**src/rvde_pkg.sv**
```systemverilog
// ----------------------------------------------------------------------------
// rvde_pkg
// Shared types and encodings for the RV32I decode and execute block.
// ----------------------------------------------------------------------------
package rvde_pkg;

    // major opcodes
    localparam logic [6:0] OPC_OP     = 7'h33;
    localparam logic [6:0] OPC_JALR   = 7'h67;
    localparam logic [6:0] OPC_LOAD   = 7'h03;
    localparam logic [6:0] OPC_OPIMM  = 7'h13;
    localparam logic [6:0] OPC_STORE  = 7'h23;
    localparam logic [6:0] OPC_BRANCH = 7'h63;
    localparam logic [6:0] OPC_LUI    = 7'h37;
    localparam logic [6:0] OPC_AUIPC  = 7'h17;
    localparam logic [6:0] OPC_JAL    = 7'h6F;

    // simulator stop word
    localparam logic [31:0] STOP_WORD = 32'h0FF0_0513;

    // funct7 values
    localparam logic [6:0] FUNCT7_BASE = 7'h00;
    localparam logic [6:0] FUNCT7_ALT  = 7'h20;

    // funct3 of the integer ops
    localparam logic [2:0] F3_ADD  = 3'd0;
    localparam logic [2:0] F3_SLL  = 3'd1;
    localparam logic [2:0] F3_SLT  = 3'd2;
    localparam logic [2:0] F3_SLTU = 3'd3;
    localparam logic [2:0] F3_XOR  = 3'd4;
    localparam logic [2:0] F3_SR   = 3'd5;
    localparam logic [2:0] F3_OR   = 3'd6;
    localparam logic [2:0] F3_AND  = 3'd7;

    // funct3 of jalr, loads, stores
    localparam logic [2:0] F3_JALR = 3'd0;
    localparam logic [2:0] F3_LB   = 3'd0;
    localparam logic [2:0] F3_LH   = 3'd1;
    localparam logic [2:0] F3_LW   = 3'd2;
    localparam logic [2:0] F3_LBU  = 3'd4;
    localparam logic [2:0] F3_LHU  = 3'd5;
    localparam logic [2:0] F3_SB   = 3'd0;
    localparam logic [2:0] F3_SH   = 3'd1;
    localparam logic [2:0] F3_SW   = 3'd2;

    // funct3 of branches
    localparam logic [2:0] F3_BEQ  = 3'd0;
    localparam logic [2:0] F3_BNE  = 3'd1;
    localparam logic [2:0] F3_BLT  = 3'd4;
    localparam logic [2:0] F3_BGE  = 3'd5;
    localparam logic [2:0] F3_BLTU = 3'd6;
    localparam logic [2:0] F3_BGEU = 3'd7;

    // memory access kinds
    typedef logic [3:0] mem_kind_t;
    localparam mem_kind_t MEM_NONE = 4'd0;
    localparam mem_kind_t MEM_LB   = 4'd1;
    localparam mem_kind_t MEM_LH   = 4'd2;
    localparam mem_kind_t MEM_LW   = 4'd3;
    localparam mem_kind_t MEM_LBU  = 4'd4;
    localparam mem_kind_t MEM_LHU  = 4'd5;
    localparam mem_kind_t MEM_SB   = 4'd6;
    localparam mem_kind_t MEM_SH   = 4'd7;
    localparam mem_kind_t MEM_SW   = 4'd8;

    // instruction class handed from front to back
    typedef enum logic [3:0] {
        OP_NONE,
        OP_ALU,
        OP_ALUI,
        OP_JALR,
        OP_LOAD,
        OP_STORE,
        OP_BRANCH,
        OP_LUI,
        OP_AUIPC,
        OP_JAL
    } op_class_t;

    typedef enum logic [3:0] {
        ALU_ADD,
        ALU_SUB,
        ALU_SLL,
        ALU_SLT,
        ALU_SLTU,
        ALU_XOR,
        ALU_SRL,
        ALU_SRA,
        ALU_OR,
        ALU_AND
    } alu_op_t;

    // input item
    typedef struct packed {
        logic [31:0] instr_word;
        logic [31:0] instr_pc;
        logic [31:0] src1_value;
        logic [31:0] src2_value;
    } instr_t;

    // result item
    typedef struct packed {
        logic        illegal;
        logic        halt;
        logic [4:0]  dest_index;
        logic [4:0]  src1_index;
        logic [4:0]  src2_index;
        logic        writes_dest;
        logic [31:0] dest_value;
        logic        branch_taken;
        logic [31:0] next_pc;
        mem_kind_t   mem_kind;
        logic [31:0] mem_address;
        logic [31:0] store_data;
    } result_t;

    // decoded instruction waiting in the queue
    typedef struct packed {
        op_class_t   op_class;
        alu_op_t     alu_op;
        logic [2:0]  funct3;
        mem_kind_t   mem_kind;
        logic        illegal;
        logic        halt;
        logic        writes_dest;
        logic [4:0]  dest_index;
        logic [4:0]  src1_index;
        logic [4:0]  src2_index;
        logic [31:0] imm;
        logic [31:0] pc;
        logic [31:0] src1_value;
        logic [31:0] src2_value;
    } dec_t;

endpackage

```
**src/rvde_chan_if.sv**
```systemverilog
// ----------------------------------------------------------------------------
// rvde_chan_if
// Valid/ready channel carrying one payload item per handshake.
// ----------------------------------------------------------------------------
interface rvde_chan_if #(
    parameter type T = logic [31:0]
);
    logic valid;
    logic ready;
    T     data;

    modport source (output valid, output data, input ready);
    modport sink   (input valid, input data, output ready);
endinterface

```
**src/rvde_back.sv**
```systemverilog
// ----------------------------------------------------------------------------
// rvde_back
// Executes decoded instructions: ALU, branch compare, next pc, address
// generation, and holds each result in an output register.
// ----------------------------------------------------------------------------
module rvde_back (
    input  logic            clk,
    input  logic            rst_n,
    input  logic            head_valid,
    input  rvde_pkg::dec_t  head_data,
    output logic            pop,
    rvde_chan_if.source     result
);
    import rvde_pkg::*;

    dec_t        d;
    logic [31:0] a;
    logic [31:0] b;
    logic [31:0] opb;
    logic [4:0]  sh;
    logic        eq;
    logic        lt_s;
    logic        lt_u;
    logic [31:0] alu_res;
    logic [31:0] pc_plus4;
    logic [31:0] pc_imm;
    logic [31:0] a_imm;
    logic        taken;
    result_t     res;
    result_t     result_reg;
    logic        out_valid_reg;
    logic        out_valid_next;

    assign d        = head_data;
    assign a        = d.src1_value;
    assign b        = d.src2_value;
    assign opb      = (d.op_class == OP_ALU || d.op_class == OP_BRANCH) ? b : d.imm;
    assign sh       = opb[4:0];
    assign eq       = (a == opb);
    assign lt_s     = ($signed(a) < $signed(opb));
    assign lt_u     = (a < opb);
    assign pc_plus4 = d.pc + 32'd4;
    assign pc_imm   = d.pc + d.imm;
    assign a_imm    = a + d.imm;

    // integer unit
    always_comb
    begin
        unique case (d.alu_op)
            ALU_ADD:  alu_res = a + opb;
            ALU_SUB:  alu_res = a - opb;
            ALU_SLL:  alu_res = a << sh;
            ALU_SLT:  alu_res = {31'd0, lt_s};
            ALU_SLTU: alu_res = {31'd0, lt_u};
            ALU_XOR:  alu_res = a ^ opb;
            ALU_SRL:  alu_res = a >> sh;
            ALU_SRA:  alu_res = $unsigned($signed(a) >>> sh);
            ALU_OR:   alu_res = a | opb;
            default:  alu_res = a & opb;
        endcase
    end

    // branch condition
    always_comb
    begin
        unique case (d.funct3)
            F3_BEQ:  taken = eq;
            F3_BNE:  taken = !eq;
            F3_BLT:  taken = lt_s;
            F3_BGE:  taken = !lt_s;
            F3_BLTU: taken = lt_u;
            F3_BGEU: taken = !lt_u;
            default: taken = 1'b0;
        endcase
        if (d.op_class != OP_BRANCH)
        begin
            taken = 1'b0;
        end
    end

    // result assembly
    always_comb
    begin
        res.illegal      = d.illegal;
        res.halt         = d.halt;
        res.dest_index   = d.dest_index;
        res.src1_index   = d.src1_index;
        res.src2_index   = d.src2_index;
        res.writes_dest  = d.writes_dest;
        res.dest_value   = '0;
        res.branch_taken = taken;
        res.next_pc      = taken ? pc_imm : pc_plus4;
        res.mem_kind     = d.mem_kind;
        res.mem_address  = '0;
        res.store_data   = '0;
        unique case (d.op_class) inside
            OP_ALU, OP_ALUI:
            begin
                res.dest_value = alu_res;
            end
            OP_JAL:
            begin
                res.dest_value = pc_plus4;
                res.next_pc    = pc_imm;
            end
            OP_JALR:
            begin
                res.dest_value = pc_plus4;
                res.next_pc    = {a_imm[31:1], 1'b0};
            end
            OP_LOAD:
            begin
                res.mem_address = a_imm;
            end
            OP_STORE:
            begin
                res.mem_address = a_imm;
                res.store_data  = b;
            end
            OP_LUI:
            begin
                res.dest_value = d.imm;
            end
            OP_AUIPC:
            begin
                res.dest_value = pc_imm;
            end
            OP_NONE:
            begin
                res.next_pc = d.halt ? d.pc : pc_plus4;
            end
            default:
            begin
            end
        endcase
    end

    // output register: refill when empty or being taken
    assign pop            = head_valid && (!out_valid_reg || result.ready);
    assign out_valid_next = pop || (out_valid_reg && !result.ready);

    always_ff @(posedge clk or negedge rst_n)
    begin
        if (!rst_n)
        begin
            out_valid_reg <= 1'b0;
        end
        else
        begin
            out_valid_reg <= out_valid_next;
        end
    end

    always_ff @(posedge clk)
    begin
        if (pop)
        begin
            result_reg <= res;
        end
    end

    assign result.valid = out_valid_reg;
    assign result.data  = result_reg;

endmodule
```
**src/flat_wrapper.sv**
```systemverilog
// flat-port wrapper written by rule: the top's interface ports become plain ports
module rvde_back_flat import rvde_pkg::*;
  (clk, rst_n, head_valid, head_data, pop, result_valid, result_data, result_ready);
  rvde_chan_if result_i ();
  input  logic clk;
  input  logic rst_n;
  input  logic head_valid;
  input  rvde_pkg::dec_t head_data;
  output logic pop;
  output wire logic [$bits(result_i.valid)-1:0] result_valid;
  output wire logic [$bits(result_i.data)-1:0] result_data;
  input wire logic [$bits(result_i.ready)-1:0] result_ready;
  assign result_valid = result_i.valid;
  assign result_data = result_i.data;
  assign result_i.ready = result_ready;
  rvde_back u_core (.clk(clk), .rst_n(rst_n), .head_valid(head_valid), .head_data(head_data), .pop(pop), .result(result_i));
endmodule
```
**config.mk**
```make
export PLATFORM = sky130hd
export DESIGN_NAME = rvde_back_flat
export DESIGN_NICKNAME = d
export VERILOG_FILES = /design/src/rvde_pkg.sv /design/src/rvde_chan_if.sv /design/src/rvde_back.sv /design/src/flat_wrapper.sv
export SDC_FILE = /design/constraint.sdc
export NUM_CORES = 1
export LEC_CHECK = 0
export BUFFER_PORTS_ARGS = -buffer_cell sky130_fd_sc_hd__buf_2
export CELL_PAD_IN_SITES_DETAIL_PLACEMENT = 1
export CELL_PAD_IN_SITES_GLOBAL_PLACEMENT = 1
export CORE_MARGIN = 1
export CORE_UTILIZATION = 20
export DETAILED_ROUTE_END_ITERATION = 8
export PLACE_DENSITY = 0.91
export SLEW_MARGIN = 20
export SYNTH_ARGS = -nofsm -noshare
export SYNTH_HDL_FRONTEND = slang
export SYNTH_SLANG_ARGS = --single-unit
export TNS_END_PERCENT = 50
```
**constraint.sdc**
```tcl
create_clock -name clk -period 3.2 [get_ports clk]
set_input_delay 0.16 -clock clk [delete_from_list [all_inputs] [get_ports clk]]
set_output_delay 0.16 -clock clk [all_outputs]
set_load 0.03 [all_outputs]
```
# Word-level counts from Yosys, hierarchy flattened
# Index checks and enable logic that the tools add are counted.
[totals] out_inout_bits=34 wordCells=9 register_bits=33 inputBits=165
[classes] eq_ne=1 n_reduce_logical=6
[ops] operator="$eq A4 B3 Y1 const B" count=1
[ops] operator="$logic_and A1 B1 Y1" count=2
[ops] operator="$logic_not A1 Y1" count=2
[ops] operator="$logic_or A1 B1 Y1" count=2

# Longest topological paths before layout
[logic_depth] ltp_word=4 ltp_mapped=3 ltp_nobuf=2

# Least setup slack after synthesis
# OpenSTA, ideal clock, no wires.
[synth_path] path_type="reg2reg" start="reg u_core.out_valid_reg, in the netlist u_core.result.valid" end="reg u_core.result_reg, in the netlist u_core.result.data[0], enable pin" path_slack_ns=1.190 arrival_ns=1.608 required_time_ns=2.798 period_less_slack_ns=2.010 setup_time_ns=0.402 path_stages_with_launch=3 cell_sequence="dfrtp_1 nand2b_1 and2_1"
[synth_between] elab_chain_cells=3
[synth_lines] item="from (decl)" line="rvde_back.sv:31" rtl="logic out_valid_reg;"
[synth_lines] item="from (signal assigned)" line="rvde_back.sv:150" rtl="out_valid_reg <= out_valid_next;"
[synth_lines] item="$logic_not A1 Y1" line="rvde_back.sv:139" rtl="assign pop = head_valid && (!out_valid_reg || result.ready);"
[synth_lines] item="$logic_or A1 B1 Y1" line="rvde_back.sv:139"
[synth_lines] item="$logic_and A1 B1 Y1" line="rvde_back.sv:139"
[synth_lines] item="named net pop" line="flat_wrapper.sv:9" rtl="output logic pop;"
[synth_lines] item="to (signal assigned)" line="rvde_back.sv:158" rtl="result_reg <= res;"
[synth_lines] item="to (decl)" line="rvde_back.sv:30" rtl="result_t result_reg;"
# The timed path passes the listed nets, and every way through them passes these cells.
# A chain may end at the register's enable or synchronous reset.

# Final worst setup path
[layout_path] start="reg u_core.out_valid_reg, in the netlist u_core.result.valid" end="out pop"
[layout_between] elab_chain_cells=3
[layout_lines] item="$logic_not A1 Y1" line="rvde_back.sv:139"
[layout_lines] item="$logic_or A1 B1 Y1" line="rvde_back.sv:139"
[layout_lines] item="$logic_and A1 B1 Y1" line="rvde_back.sv:139"
[layout_lines] item="to (decl)" line="flat_wrapper.sv:9"
# Every way passes these cells.

==> flow_summary.ini <==
[status]
status = finished, final reports clean

[power]
power_density_nw_per_um2 = 583
worst_ir_drop_vdd_v = 0.000252
static-leakage-power_nw = 0.823

[clocking]
clockBufferDepth = 2
post-cts-setup-buffers = 0
numClockSinks = 33
clock_tree.htree_level_count = 2
cts_made_buffers = 5
tritoncts_clock_tree = built
clk_root_buffer_cell = sky130_fd_sc_hd__clkbuf_8
clk-insertion-delay-late_ns = 0.28
cts.reportedPaths.clkPinSlew_ns = 0.07

[final_layout]
area_delta_synth_final_pct = 45.6
layout.cells.most_common_list = sky130_fd_sc_hd__buf_2 (73), sky130_fd_sc_hd__edfxtp_1 (32), sky130_fd_sc_hd__and2_1 (26)
final_layout_size_suffix_gt1_share_pct = 59.2
final_cells = 227
mostFrequentLayoutCell = sky130_fd_sc_hd__buf_2
multi_input_comb_area_um2 = 244
final_nets = 316
n_antenna_cell = 0
fillCellCount = 674
layout.cell_area.non_filler_um2 = 1840
final-seq-area_um2 = 986

[timing]
clock-skew-final_ns = 0.00448
grt_setup_unrepaired = no
slew_headroom_pct = 76.7
number_of_endpoints_failing_setup_at_the_final_stage = 0
timing.setup.tns_ns = 0
final.period_utilization_pct = 60.7
max_freq_ghz = 0.515
finalHoldViolations = 0
tightest_slew_ns = 0.350
final_critical_path_setup_slack_ns = 1.26
final_slew_violations = 0
timing.hold.ws_ns = 0.0787
final_period_minus_worst_setup_slack_ns = 1.94

[worst_hold_path]
hold_path.startpoint = head_valid
hold_path_class = in2reg

[die]
die_y_um = 81.5
core_area_um2 = 5990
floorplan.rows = 28
ios = 199
floorplan.die.width_um = 81.5
total_die_area_um2 = 6640
initial_utilization_pct = 21.1

[critical_path]
critPathBufInv = 2
crit_required_ns = 3.04
path_cells = nand2b_1 -> and2_1 -> buf_4 -> buf_2
critical_path.max_stage_delay_ns = 0.39
startpoint_type = flop
cp-startpoint = u_core.result.valid
setup.reg_to_reg.worst_slack_ns = 1.63
worstReg2RegStart = u_core.result.valid
crit_fanout = 26
timing.critical_path.arrival_ns = 1.78
worst_setup_path_end_kind = output pin
timing.critical_path.max_delay_family = buffers and inverters
worstSetupPathType = reg2out
slowest_stage = sky130_fd_sc_hd__dfrtp_1

[placement]
dp.cells = 218
finalWeightedCongestion = 0.667
dpl_worst_slack_ns = 1.55
placement.cell_area_um2 = 1700
port_buffers = 73

[grt]
number_of_antenna_violations_at_the_first_check_in_global_routing = 0
grt_pass1_wl_mm = 4.60
grt_max_degree = 33
grt_remaining_overflow = 0
grt_pass1_vias = 902
overall_fraction_of_global_route_tracks_in_use_pct = 9.67

[job]
timing.max_cap.violations = 0

[logic_synthesis]
synthesis.area_per_instance_um2 = 17.6
synth_cells = 72
synth-seq-cells = 33
sequential_element_share_of_the_synthesized_area_pct = 78.0
synth_cell_types = 7
mappedNetlistNets = 237
post_synth_instance_area_um2 = 1260
ys.warnings.count = 0

[drt]
routed_wire_length_mm = 3.10
post_drt_via_cell_ratio = 3.71
wl_per_cell_um = 13.6
drt_iter0_drc = 26
vias = 843
first_pass_iters = 2
drcViolationCount = 0
antenna_left = 0
[layout make-up]
type	instances	area share (%)
Sequential cell	33	53.6
Timing Repair Buffer	75	20.8
Multi-Input combinational cell	36	13.3
Tap cell	75	5.10
Clock buffer	5	3.74
Clock inverter	3	3.54
[state kept, by name, summed over array words and instances (netlist names)]
name                 flops
u_core.result.data      32
u_core.result.valid      1
[per-layer routing]
layer | track usage (%) | up-vias | routed length (µm)
li1 | - | 405 | -
met1 | 9.72 | 391 | 1120
met2 | 18.0 | 45 | 1700
met3 | 3.78 | 2 | 256
met4 | 3.21 | 0 | 27
met5 | 0 | - | 0
[stage by stage]
step                util, %  power, W
floorplan                 -  0.000569
detailed placement     28.3  0.000615
finish                 30.7   0.00107
CTS                    30.7   0.00108
global placement       28.3  0.000612
global route           30.7   0.00111
[cell usage after synthesis]
master | instances | area (µm²)
sky130_fd_sc_hd__and2_2 | 7 | 52.6
sky130_fd_sc_hd__nand2b_1 | 2 | 12.5
sky130_fd_sc_hd__edfxtp_1 | 32 | 961
sky130_fd_sc_hd__and2_1 | 26 | 163
sky130_fd_sc_hd__and4bb_4 | 1 | 16.3
sky130_fd_sc_hd__dfrtp_1 | 1 | 25.0
sky130_fd_sc_hd__buf_6 | 3 | 33.8
[timing repair]
item | 4_1_cts | 5_1_grt
hold buffers | 1 | 0
hold endpoints to repair | 1 | 0
gates resized for setup | 0 | 0
[final timing paths]
check                                         end  depth (start not counted)
hold / removal                u_core.result.valid                          2
setup / recovery                              pop                          4
min in group asynchronous     u_core.result.valid                          2
hold reg to reg               u_core.result.valid                          2
max in group asynchronous     u_core.result.valid                          2
setup reg to reg           u_core.result.data[10]                          3
[power breakdown]
part	internal [W]	leakage [nW]	switching [W]	total, W
logic	0.0000367	0.422	0.0000681	0.000105
registers	0.000494	0.332	0.00000506	0.000499
clock network	0.000310	0.0681	0.000159	0.000469
total	0.000840	0.823	0.000232	0.00107
[cells by family after synthesis]
| kind of cell | count (synthesis) | synth area share [%] |
|---|---|---|
| simple gates | 36 | 19.3 |
| buf+inv | 3 | 2.67 |
| flops | 33 | 78.0 |
(Power assumes the default switching activity.)
