$ cat src/rvde_pkg.sv
// ----------------------------------------------------------------------------
// rvde_pkg
// Shared types and encodings for the RV32I decode and execute block.
// ----------------------------------------------------------------------------
package rvde_pkg;

    // major opcodes
    localparam logic [6:0] OPC_OP     = 7'h33;
    localparam logic [6:0] OPC_JALR   = 7'h67;
    localparam logic [6:0] OPC_LOAD   = 7'h03;
    localparam logic [6:0] OPC_OPIMM  = 7'h13;
    localparam logic [6:0] OPC_STORE  = 7'h23;
    localparam logic [6:0] OPC_BRANCH = 7'h63;
    localparam logic [6:0] OPC_LUI    = 7'h37;
    localparam logic [6:0] OPC_AUIPC  = 7'h17;
    localparam logic [6:0] OPC_JAL    = 7'h6F;

    // simulator stop word
    localparam logic [31:0] STOP_WORD = 32'h0FF0_0513;

    // funct7 values
    localparam logic [6:0] FUNCT7_BASE = 7'h00;
    localparam logic [6:0] FUNCT7_ALT  = 7'h20;

    // funct3 of the integer ops
    localparam logic [2:0] F3_ADD  = 3'd0;
    localparam logic [2:0] F3_SLL  = 3'd1;
    localparam logic [2:0] F3_SLT  = 3'd2;
    localparam logic [2:0] F3_SLTU = 3'd3;
    localparam logic [2:0] F3_XOR  = 3'd4;
    localparam logic [2:0] F3_SR   = 3'd5;
    localparam logic [2:0] F3_OR   = 3'd6;
    localparam logic [2:0] F3_AND  = 3'd7;

    // funct3 of jalr, loads, stores
    localparam logic [2:0] F3_JALR = 3'd0;
    localparam logic [2:0] F3_LB   = 3'd0;
    localparam logic [2:0] F3_LH   = 3'd1;
    localparam logic [2:0] F3_LW   = 3'd2;
    localparam logic [2:0] F3_LBU  = 3'd4;
    localparam logic [2:0] F3_LHU  = 3'd5;
    localparam logic [2:0] F3_SB   = 3'd0;
    localparam logic [2:0] F3_SH   = 3'd1;
    localparam logic [2:0] F3_SW   = 3'd2;

    // funct3 of branches
    localparam logic [2:0] F3_BEQ  = 3'd0;
    localparam logic [2:0] F3_BNE  = 3'd1;
    localparam logic [2:0] F3_BLT  = 3'd4;
    localparam logic [2:0] F3_BGE  = 3'd5;
    localparam logic [2:0] F3_BLTU = 3'd6;
    localparam logic [2:0] F3_BGEU = 3'd7;

    // memory access kinds
    typedef logic [3:0] mem_kind_t;
    localparam mem_kind_t MEM_NONE = 4'd0;
    localparam mem_kind_t MEM_LB   = 4'd1;
    localparam mem_kind_t MEM_LH   = 4'd2;
    localparam mem_kind_t MEM_LW   = 4'd3;
    localparam mem_kind_t MEM_LBU  = 4'd4;
    localparam mem_kind_t MEM_LHU  = 4'd5;
    localparam mem_kind_t MEM_SB   = 4'd6;
    localparam mem_kind_t MEM_SH   = 4'd7;
    localparam mem_kind_t MEM_SW   = 4'd8;

    // instruction class handed from front to back
    typedef enum logic [3:0] {
        OP_NONE,
        OP_ALU,
        OP_ALUI,
        OP_JALR,
        OP_LOAD,
        OP_STORE,
        OP_BRANCH,
        OP_LUI,
        OP_AUIPC,
        OP_JAL
    } op_class_t;

    typedef enum logic [3:0] {
        ALU_ADD,
        ALU_SUB,
        ALU_SLL,
        ALU_SLT,
        ALU_SLTU,
        ALU_XOR,
        ALU_SRL,
        ALU_SRA,
        ALU_OR,
        ALU_AND
    } alu_op_t;

    // input item
    typedef struct packed {
        logic [31:0] instr_word;
        logic [31:0] instr_pc;
        logic [31:0] src1_value;
        logic [31:0] src2_value;
    } instr_t;

    // result item
    typedef struct packed {
        logic        illegal;
        logic        halt;
        logic [4:0]  dest_index;
        logic [4:0]  src1_index;
        logic [4:0]  src2_index;
        logic        writes_dest;
        logic [31:0] dest_value;
        logic        branch_taken;
        logic [31:0] next_pc;
        mem_kind_t   mem_kind;
        logic [31:0] mem_address;
        logic [31:0] store_data;
    } result_t;

    // decoded instruction waiting in the queue
    typedef struct packed {
        op_class_t   op_class;
        alu_op_t     alu_op;
        logic [2:0]  funct3;
        mem_kind_t   mem_kind;
        logic        illegal;
        logic        halt;
        logic        writes_dest;
        logic [4:0]  dest_index;
        logic [4:0]  src1_index;
        logic [4:0]  src2_index;
        logic [31:0] imm;
        logic [31:0] pc;
        logic [31:0] src1_value;
        logic [31:0] src2_value;
    } dec_t;

endpackage

$ cat src/rvde_queue.sv
// ----------------------------------------------------------------------------
// rvde_queue
// Small FIFO of decoded instructions between the front and back parts.
// ----------------------------------------------------------------------------
module rvde_queue #(
    parameter int DEPTH = 2
) (
    input  logic            clk,
    input  logic            rst_n,
    input  logic            push,
    input  rvde_pkg::dec_t  push_data,
    output logic            full,
    input  logic            pop,
    output logic            head_valid,
    output rvde_pkg::dec_t  head_data
);
    import rvde_pkg::*;

    localparam int PTR_W = (DEPTH > 1) ? $clog2(DEPTH) : 1;
    localparam int CNT_W = $clog2(DEPTH + 1);

    dec_t             entry_reg [DEPTH];
    logic [PTR_W-1:0] wr_ptr_reg;
    logic [PTR_W-1:0] wr_ptr_next;
    logic [PTR_W-1:0] rd_ptr_reg;
    logic [PTR_W-1:0] rd_ptr_next;
    logic [CNT_W-1:0] count_reg;
    logic [CNT_W-1:0] count_next;

    assign full       = (count_reg == CNT_W'(DEPTH));
    assign head_valid = (count_reg != '0);
    assign head_data  = entry_reg[rd_ptr_reg];

    // pointer and fill count update
    always_comb
    begin
        wr_ptr_next = wr_ptr_reg;
        rd_ptr_next = rd_ptr_reg;
        if (push)
        begin
            wr_ptr_next = (wr_ptr_reg == PTR_W'(DEPTH - 1)) ? '0 : wr_ptr_reg + 1'b1;
        end
        if (pop)
        begin
            rd_ptr_next = (rd_ptr_reg == PTR_W'(DEPTH - 1)) ? '0 : rd_ptr_reg + 1'b1;
        end
        case ({push, pop})
            2'b10:   count_next = count_reg + 1'b1;
            2'b01:   count_next = count_reg - 1'b1;
            default: count_next = count_reg;
        endcase
    end

    always_ff @(posedge clk or negedge rst_n)
    begin
        if (!rst_n)
        begin
            wr_ptr_reg <= '0;
            rd_ptr_reg <= '0;
            count_reg  <= '0;
        end
        else
        begin
            wr_ptr_reg <= wr_ptr_next;
            rd_ptr_reg <= rd_ptr_next;
            count_reg  <= count_next;
        end
    end

    // entry storage
    always_ff @(posedge clk)
    begin
        if (push)
        begin
            entry_reg[wr_ptr_reg] <= push_data;
        end
    end

`ifndef NO_ASSERTIONS
    // fill count never passes the depth
    assert property (@(posedge clk) disable iff (!rst_n) count_reg <= CNT_W'(DEPTH))
        else $error("queue count above depth");
    // an entry is only removed when one is present
    assert property (@(posedge clk) disable iff (!rst_n) pop |-> head_valid)
        else $error("queue popped while empty");
    // a push into a full queue with no pop would lose an item
    assert property (@(posedge clk) disable iff (!rst_n) (push && !pop) |-> !full)
        else $error("queue pushed while full");
`endif

endmodule

$ cat config.mk
export PLATFORM = sky130hd
export DESIGN_NAME = rvde_queue
export DESIGN_NICKNAME = d
export VERILOG_FILES = /design/src/rvde_pkg.sv /design/src/rvde_queue.sv
export SDC_FILE = /design/constraint.sdc
export NUM_CORES = 1
export LEC_CHECK = 0
export ABC_AREA = 0
export BUFFER_PORTS_ARGS = -buffer_cell sky130_fd_sc_hd__buf_4
export CELL_PAD_IN_SITES_DETAIL_PLACEMENT = 1
export CELL_PAD_IN_SITES_GLOBAL_PLACEMENT = 1
export CORE_ASPECT_RATIO = 1.25
export CORE_MARGIN = 8
export CORE_UTILIZATION = 44
export CTS_CLUSTER_DIAMETER = 100
export DETAILED_ROUTE_END_ITERATION = 16
export PLACE_DENSITY_LB_ADDON = 0.1
export SLEW_MARGIN = 20
export SYNTH_ARGS = -nofsm -noshare
export SYNTH_HDL_FRONTEND = slang
export SYNTH_SLANG_ARGS = --single-unit
export TNS_END_PERCENT = 30
$ cat constraint.sdc
create_clock -name clk -period 10 [get_ports clk]
set_input_delay 3 -clock clk [delete_from_list [all_inputs] [get_ports clk]]
set_output_delay 3 -clock clk [all_outputs]
set_load 0.05 [all_outputs]
---- Yosys cells after proc, flatten, opt, wreduce, memory -nomap -nowiden ----
Memories as Yosys holds them, arrays and structs flattened.
Cells that the tools add are included.
word-level totals
  input port bits ......................... 165
  output and inout bits ................... 163
  bits in writable memories ............... 322
  register bits ........................... 4
  memories ................................ 1
operators by class
  add/sub/neg operators ................... 4
  reductions and logical operators ........ 2
  multiplexer cells ....................... 5
  eq/ne operators ......................... 3
memories
  memory     words  width  rd ports  clocked after Yosys merged registers in  wr ports  line              RTL
  entry_reg  2      161    1         0                                        1         rvde_queue.sv:22  dec_t entry_reg [DEPTH];
operators by type and width
  kind                 number
  $eq 2x2->1 const B   2
  $mux 1               4
  $pmux 2 s2           1
  $reduce_bool 2->1    2
  $add 1x1->1 const B  2
  $add 2x1->2 const B  1
  $eq 2x1->1 const B   1
  $sub 2x1->2 const B  1

---- Logic depth before layout (Yosys ltp) ----
Gate-level depths: netlist (run 1).
  depth after elaboration ................. 2
  gate-level depth with buffers ........... 5
  depth with buffers taken out ............ 5

---- Least setup slack after synthesis (run 1) ----
OpenSTA, ideal clock, no wires.
  path type ............................... input-to-reg
  start ................................... input push
  end ..................................... memory entry_reg[0][0] (netlist bit) (enable)
  required time ........................... 9.312 ns
  slack ................................... -0.488 ns
  arrival time ............................ 9.799 ns
  cell stages on the path ................. 2
  setup time .............................. 0.688 ns
  buffers on the path ..................... 0
  cells stage by stage .................... inv_1 -> nor2_1
between the ends
  word-level cells in the longest chain between the ends .. 2
RTL lines
  element                       line              RTL
  from (decl)                   rvde_queue.sv:10  input logic push,
  $mux 1                        rvde_queue.sv:73  if (push)
  $mux 1 (not written as such)  rvde_queue.sv:75  entry_reg[wr_ptr_reg] <= push_data;
  to (decl)                     rvde_queue.sv:22
Every way passes these cells.

==> results of run 1 <==
worst min path at each step:
stage	from	to	slack [ns]
detailed placement	count_reg[1]	count_reg[1]	0.49
global placement	count_reg[1]	count_reg[1]	0.46
finish	count_reg[1]	count_reg[1]	0.50
global route	count_reg[1]	count_reg[1]	0.54
floorplan	count_reg[1]	count_reg[1]	0.45
CTS	count_reg[1]	count_reg[1]	0.50
routing by layer:
metal / vias to the layer above / track usage (%) / part of all wire [%]
met5: - / 0 / 0
met4: 0 / 4.900 / 2.2
met3: 38 / 5.888 / 9.1
met2: 228 / 29.86 / 54
met1: 3039 / 16.98 / 34
li1: 2755 / - / -
power groups by stage:
stage                     clock, mW  combinational, mW  sequential, mW
after global routing           1.29               2.44            1.94
after detailed placement          0               2.36            1.95
final                          1.21               2.34            1.91
after CTS                      1.24               2.37            1.92
after global placement            0               2.33            1.93
after floorplan                   0               1.75            1.93
worst max-delay path, cell delays in order (launching register included):
cell and delay, ns:
dfrtp_4 0.80, buf_4 0.92, mux2_2 0.42, buf_4 0.19
through the flow:
step                power [mW]  utilization [%]  setup slack (ns)  area (µm²)  std cells
finish                   5.457            58.58             4.124       16050       1243
global route             5.665            58.58             3.972       16050       1243
CTS                      5.530            58.34             4.047       15980       1240
detailed placement       4.309            54.43             4.454       14910       1181
global placement         4.259            54.43             4.540       14910       1181
floorplan                3.680                -             2.331       12120        517
layout by cell type, fill, tap and decap left out, drive strengths merged, types with 2 or more instances in the layout:
master / count
buf: 334
bufinv: 2
clkbuf: 45
clkinv: 11
dfrtp: 4
edfxtp: 322
mux2: 161
nor2: 2
xnor2: 2
xor2: 3
kinds of logic after synthesis:
group	after synthesis
buf+inv	19
flops	326
mux	161
simple gates	5
fa+ha+maj	1
xor+xnor	5
final cells by class:
| class | count | area [µm²] |
|---|---|---|
| inverter | 1 | 3.754 |
| fill | 2445 | 11350 |
| clock inverter | 14 | 113.9 |
| clock buffer | 45 | 955.9 |
| tap | 350 | 437.9 |
| multi-input combinational | 172 | 2206 |
| timing repair buffer | 334 | 2555 |
| sequential | 326 | 9773 |
| antenna | 1 | 2.502 |
==> impl_metrics.yaml, run 1 <==
detailed_routing:
  drt-initial-drc-count: 255
  vias: 6060
  ant_nets: 0
  viasPerCell: 4.875
  wl_mm: 27.80
  wl_per_cell_um: 22.36
  drc: 0
  drtPass1Iterations: 4
run_status:
  status: "complete, no violations"
synth:
  synth.area.top_cells: "edfxtp_1 80%, mux2_4 9.9%, mux2_2 7.5%, buf_6 0.93%, dfrtp_1 0.83%"
  synth_common_cells: "322 x edfxtp_1, 81 x mux2_2, 80 x mux2_4, 10 x buf_6, 8 x buf_2"
  synth_flop_cell: "edfxtp_1"
  synth_most_common_cell: "edfxtp_1"
  synth.top_cell.area_share_pct: 79.77
  yosys-mux-area-fraction_pct: 17.43
  syn-num-nets: 683
  synth_top_cell_by_area: "edfxtp_1"
  async_reset_ff_share_pct: 1.227
  syn-cell-area_um2: 12120
  yosys.area_share.simple_pct: 0.2168
  synth_xor_area_share_pct: 0.3613
  synth-compound-area-share_pct: 0
  synth-seq-area-share_pct: 80.59
  synth-edff-count: 322
  synthCells: 517
  ys_warn_count: 0
  synth_top_family_by_area: "multiplexers"
  synthAdderAreaFrac_pct: 0.1032
  ys_ff_latch: 326
  avgSynthCellArea_um2: 23.45
  ys_types: 14
cells_and_area:
  largest_register_ffs: 322
  drive_gt1_share_pct: 60.87
  nets: 1035
  areaGrowthSynthToFinish_pct: 32.39
global_routing:
  grtUsageTotal_pct: 16.32
  grt_max_degree: 83
  gr-total-overflow: 0
  first_global_vias: 6959
  grt_pass1_wl_mm: 40.73
  antenna_found_initial: 1
timing:
  final-hold-violation-count: 0
  finalSetupTns_ns: 0
  fmax_ghz: 0.1702
  worst_hold_slack_ns: 0.5001
  period_share_pct: 58.76
  fin_crit_ns: 5.876
  final_max_slew_viol_count: 0
  finalSetupViolations: 0
  fin_skew_ns: 0.009357
  slew_headroom_pct: 29.26
  worstMarginPinSlew_ns: 1.061
  rsz0062_at_grt: "no"
power:
  p_sw_mw: 2.114
  cellPowerDensity_nw_per_um2: 340.0
  p_sw_share_pct: 38.74
  pwr-share-comb_pct: 42.8
  peakVddDrop_uv: 183.2
  pwr-share-clk_pct: 22.1
  p_leak_nw: 6.229
  seq_power_share_pct: 35.0
  intPower_mw: 3.343
floorplan:
  io_pins: 328
  die_w_um: 164.5
  coreArea_um2: 27400
  row_count: 68
  die_h_um: 201.6
  die_area_um2: 33150
  start_util_pct: 44.25
worst_setup_path:
  crit_type: "reg -> out"
  startpoint_type: "flip-flop"
  crit_arrival_ns: 2.88
  regToRegSetupSlack_ns: 7.90
  r2r_start: "wr_ptr_reg"
  worstPathRequired_ns: 7.00
  cp-endpoint: "head_data[9]"
  critPathLaunch: "rd_ptr_reg"
  crit_fanout: 60
  rr_worst_depth: 2
  rr_endpoint: "entry_reg[1][136]"
  crit_path_end_kind: "primary output"
hold_path:
  hold_class: "reg -> reg"
  hold_depth: 1
cts:
  numCtsBuffers: 34
  tritoncts: "yes"
  holdBufCountCts: 0
  h-tree-depth: 2
  cts.root.buffer_cell: "clkbuf_16"
  clkTransAtPathRegs_ns: 0.05
  cts-resized-gates: 0
  clock_latency_ns: 0.50
  cts.sinks: 326
  clk_path_buf_depth: 3
  post_cts_buffers: 0
flow_run:
  drv_cap: 0
placed_design:
  dp_hpwl_mm: 19.44
  place_congestion: 0.7227
  portBuffers: 327
(Power assumes the default switching activity.)
==> inputs of run 2 (changes only) <==
==> constraint.sdc (replaced) <==
create_clock -name clk -period 6.05 [get_ports clk]
set_input_delay 1.815 -clock clk [delete_from_list [all_inputs] [get_ports clk]]
set_output_delay 1.815 -clock clk [all_outputs]
set_load 0.05 [all_outputs]
==> run 2 against run 1 <==
Utilization rose by 0.12 points. Sequential cell count did not move. Sequential power rose by 67%. Clock power rose by 64%. Die area did not move.
==> impl_metrics.yaml, run 2 (synthesis gave the netlist of run 1 again) <==
run_status:
  status: "complete, no violations"
power:
  pwr-share-comb_pct: 42.6
  p_leak_nw: 6.237
  peakVddDrop_uv: 341.2
  p_sw_mw: 3.520
  pwr-share-clk_pct: 22.0
  p_sw_share_pct: 38.93
  intPower_mw: 5.521
  seq_power_share_pct: 35.3
  cellPowerDensity_nw_per_um2: 562.2
detailed_routing:
  ant_nets: 0
  wl_per_cell_um: 22.79
  wl_mm: 28.45
  viasPerCell: 4.872
  drt-initial-drc-count: 219
  drtPass1Iterations: 4
  drc: 0
  vias: 6080
worst_setup_path:
  crit_arrival_ns: 2.65
  startpoint_type: "flip-flop"
  crit_path_end_kind: "primary output"
  r2r_start: "wr_ptr_reg"
  critPathLaunch: "rd_ptr_reg"
  crit_type: "reg -> out"
  crit_fanout: 55
  worstPathRequired_ns: 4.24
timing:
  finalSetupTns_ns: 0
  fmax_ghz: 0.2241
  worstMarginPinSlew_ns: 1.056
  final-hold-violation-count: 0
  fin_crit_ns: 4.463
  final_max_slew_viol_count: 0
  slew_headroom_pct: 29.60
  fin_skew_ns: 0.01207
  period_share_pct: 73.76
  finalSetupViolations: 0
  setup_slack_ns: 1.587
  rsz0062_at_grt: "no"
cts:
  cts.root.buffer_cell: "clkbuf_16"
  tritoncts: "yes"
  cts.sinks: 326
  post_cts_buffers: 0
  holdBufCountCts: 0
  clock_latency_ns: 0.50
  clkTransAtPathRegs_ns: 0.06
  cts-resized-gates: 0
  h-tree-depth: 2
  numCtsBuffers: 34
  clk_path_buf_depth: 3
cells_and_area:
  largest_register_ffs: 322
  final_cell_mix: "330 x buf_4, 322 x edfxtp_1, 81 x mux2_2"
  areaGrowthSynthToFinish_pct: 32.66
  fin_area_um2: 16080
  final_common_cell: "buf_4"
  nets: 1036
  drive_gt1_share_pct: 61.12
global_routing:
  first_global_vias: 6905
  grt_pass1_wl_mm: 41.54
  grtUsageTotal_pct: 16.66
  grt-busiest-layer: "met2"
  antenna_found_initial: 4
  gr-usage-met2_pct: 29.05
  grt_max_degree: 90
  met3_usage_pct: 6.379
  gr-total-overflow: 0
  use_met1_pct: 18.13
floorplan:
  io_pins: 328
  coreArea_um2: 27400
  row_count: 68
  die_w_um: 164.5
  die_area_um2: 33150
  start_util_pct: 44.25
  die_h_um: 201.6
placed_design:
  place_congestion: 0.7552
  dp_slack_ns: 2.047
  dp_hpwl_mm: 20.03
  portBuffers: 327
  placed_area_um2: 15000
hold_path:
  hold_class: "reg -> reg"
  min_from: "count_reg[1]"
flow_run:
  drv_cap: 0
==> run 2: cell count changes in the layout (fill, tap and decap cells not counted), sizes merged <==
| cell | delta |
|---|---|
| bufinv | +1 |
| inv | +1 |
| buf | +1 |
| diode | +2 |
| clkinvlp | +2 |
| clkbuf | -7 |
| clkinv | +5 |
==> run 2: worst paths after layout <==
| check | endpoint | slack [ns] | depth (start not counted) |
|---|---|---|---|
| min in group asynchronous | rd_ptr_reg | 1.10 | 1 |
| worst max register to register | entry_reg[1][8] | 3.79 | 2 |
| worst min register to register | count_reg[1] | 0.50 | 1 |
| max in group asynchronous | rd_ptr_reg | 4.83 | 1 |
| worst min-delay path | count_reg[1] | 0.50 | 1 |
| worst max-delay path | head_data[15] | 1.59 | 3 |
==> run 2: area by class of cell <==
class / instances / area, µm²
Fill cell: 2460 / 11320
Sequential cell: 326 / 9773
Multi-Input combinational cell: 172 / 2206
Tap cell: 350 / 437.9
Clock buffer: 38 / 887.1
Timing Repair Buffer: 335 / 2577
Inverter: 1 / 3.754
Clock inverter: 23 / 187.7
Antenna cell: 3 / 7.507
==> run 2: worst max-delay path, stage by stage (launching register included) <==
cell     delay (ns)
dfrtp_4        1.00
buf_4          0.52
mux2_2         0.40
buf_4          0.19
==> run 2: power groups by stage <==
stage | Sequential, mW | Clock (mW) | Combinational (mW)
4_1_cts | 3.20 | 2.05 | 3.92
3_3_place_gp | 3.21 | 0 | 3.86
2_1_floorplan | 3.17 | 0 | 2.90
5_1_grt | 3.24 | 2.12 | 4.01
3_5_place_dp | 3.25 | 0 | 3.91
6_report | 3.19 | 1.99 | 3.85
==> run 2: stage by stage <==
stage	cells	power, mW	hold slack (ns)	util, %
2_1_floorplan	517	6.067	0.4474	-
6_report	1248	9.041	0.4957	58.70
4_1_cts	1245	9.173	0.4993	58.67
3_5_place_dp	1184	7.155	0.4751	54.75
3_3_place_gp	1183	7.077	0.4634	54.67
5_1_grt	1247	9.371	0.5221	58.69
==> run 2: metal layers <==
| metal | wire length (µm) | share of wire, % |
|---|---|---|
| met5 | 25 | 0.088 |
| met4 | 783 | 2.8 |
| met3 | 2882 | 10 |
| met2 | 14660 | 52 |
| met1 | 10090 | 35 |
==> inputs of run 3 (changes only) <==
--- a/config.mk
+++ b/config.mk
@@ -11,7 +11,7 @@
 export CELL_PAD_IN_SITES_GLOBAL_PLACEMENT = 1
 export CORE_ASPECT_RATIO = 1.25
 export CORE_MARGIN = 8
-export CORE_UTILIZATION = 44
+export CORE_UTILIZATION = 40
 export CTS_CLUSTER_DIAMETER = 100
 export DETAILED_ROUTE_END_ITERATION = 16
 export PLACE_DENSITY_LB_ADDON = 0.1
==> constraint.sdc (replaced) <==
create_clock -name clk -period 3.75 [get_ports clk]
set_input_delay 1.125 -clock clk [delete_from_list [all_inputs] [get_ports clk]]
set_output_delay 1.125 -clock clk [all_outputs]
set_load 0.05 [all_outputs]
==> run 3 against run 2 <==
Sequential share of layout area down 0.46 points. Worst hold slack lost 0.080 ns. Critical endpoint unchanged. Power is 61% higher. Cell count increased by 4.2%. Critical path depth is the same. Design area up 0.76%. Die area increased by 9.1%. Global-route usage fell by 1.7 points. Sequential cell count did not move. Count of clock-buffer cells in the layout is 8 higher.
==> impl_metrics.yaml, run 3 (synthesis gave the netlist of run 1 again) <==
run_status:
  status: "complete, no violations"
cts:
  clkTransAtPathRegs_ns: 0.06
  tritoncts: "yes"
  clock_latency_ns: 0.50
  cts.root.buffer_cell: "clkbuf_16"
  h-tree-depth: 2
  post_cts_buffers: 0
  holdBufCountCts: 0
  clk_path_buf_depth: 3
  cts.sinks: 326
  numCtsBuffers: 34
  cts-resized-gates: 0
timing:
  final_max_slew_viol_count: 0
  setup_slack_ns: 0.4262
  slew_headroom_pct: 64.07
  worstMarginPinSlew_ns: 0.5390
  fmax_ghz: 0.3009
  final-hold-violation-count: 0
  finalSetupViolations: 0
  rsz0062_at_grt: "no"
  period_share_pct: 88.63
  fin_skew_ns: 0.01662
  fin_crit_ns: 3.324
  worst_hold_slack_ns: 0.4152
worst_setup_path:
  crit_fanout: 24
  startpoint_type: "flip-flop"
  crit_path_end_kind: "primary output"
  rr_worst_depth: 2
  crit_arrival_ns: 2.20
  critPathLaunch: "rd_ptr_reg"
  r2r_start: "wr_ptr_reg"
  worstPathRequired_ns: 2.62
  crit_type: "reg -> out"
placed_design:
  place_inst: 1240
  portBuffers: 327
  place_congestion: 0.7457
  placed_area_um2: 15120
  dp_slack_ns: 0.9081
  dp_hpwl_mm: 20.10
global_routing:
  grtUsageTotal_pct: 14.99
  grt_max_degree: 86
  antenna_found_initial: 1
  grt_pass1_wl_mm: 40.88
  gr-total-overflow: 0
  first_global_vias: 7006
detailed_routing:
  viasPerCell: 4.692
  drtPass1Iterations: 4
  met3_wirelength_mm: 2.665
  wl_per_cell_um: 21.60
  ant_nets: 0
  wl_mm: 28.09
  wl_met2_mm: 14.61
  wl_met1_mm: 10.21
  drc: 0
  drt-initial-drc-count: 328
  maxUsedRoutingLayer: "met5"
  vias: 6099
hold_path:
  hold_class: "in -> async"
floorplan:
  die_area_um2: 36170
  die_h_um: 210.6
  coreArea_um2: 29940
  io_pins: 328
  die_w_um: 171.7
  row_count: 71
  start_util_pct: 40.49
cells_and_area:
  largest_register_ffs: 322
  drive_gt1_share_pct: 61.29
  fin_area_um2: 16200
  final_cell_mix: "334 x buf_4, 322 x edfxtp_1, 81 x mux2_2"
  areaGrowthSynthToFinish_pct: 33.67
  nets: 1041
  n_antenna_cell: 0
  final_cells: 1300
  final_common_cell: "buf_4"
power:
  peakVddDrop_uv: 488.7
  p_total_mw: 14.59
  cellPowerDensity_nw_per_um2: 900.2
  p_leak_nw: 6.269
flow_run:
  drv_cap: 0
==> run 3: cell types whose count changed in the layout (fill, tap and decap cells not counted), sizes merged <==
| cell | change |
|---|---|
| buf | +5 |
| bufinv | -2 |
| clkbuf | +8 |
| clkinv | -5 |
| clkinvlp | -1 |
| diode | -3 |
| inv | -1 |
==> run 3: path summary, 6_finish.rpt <==
path	slack [ns]	to
setup / recovery	0.43	head_data[15]
hold / removal	0.42	rd_ptr_reg
setup reg to reg	2.06	entry_reg[1][107]
hold reg to reg	0.50	count_reg[1]
max in group asynchronous	3.22	rd_ptr_reg
min in group clk	0.50	count_reg[1]
==> run 3: report_power, final <==
part	total (mW)	switching (mW)	internal, mW
logic	6.33	4.14	2.19
registers	5.07	0.232	4.83
clock network	3.19	1.28	1.91
==> run 3: routing by layer <==
layer	vias up	global-route usage (%)
met4	2	4.266
met2	222	26.82
li1	2777	-
met3	46	5.927
met1	3052	16.03
met5	-	0
==> run 3: critical path: stages (launching register included) <==
cell	delay [ns]
dfrtp_4	0.69
buf_4	0.41
mux2_2	0.39
buf_4	0.19
==> run 3: stage by stage <==
step	TNS, ns	utilization, %
floorplan	-30.03	-
global placement	0	50.52
detailed placement	0	50.52
CTS	0	54.12
global route	0	54.12
finish	0	54.12
==> run 3: layout make-up <==
type	count	area, µm²
clock buffers	46	989.7
multi-input cells	172	2206
flip-flops and latches	326	9773
well taps	401	501.7
fillers	2745	13730
inverters	1	16.27
clock inverters	14	88.84
repair buffers	340	2628
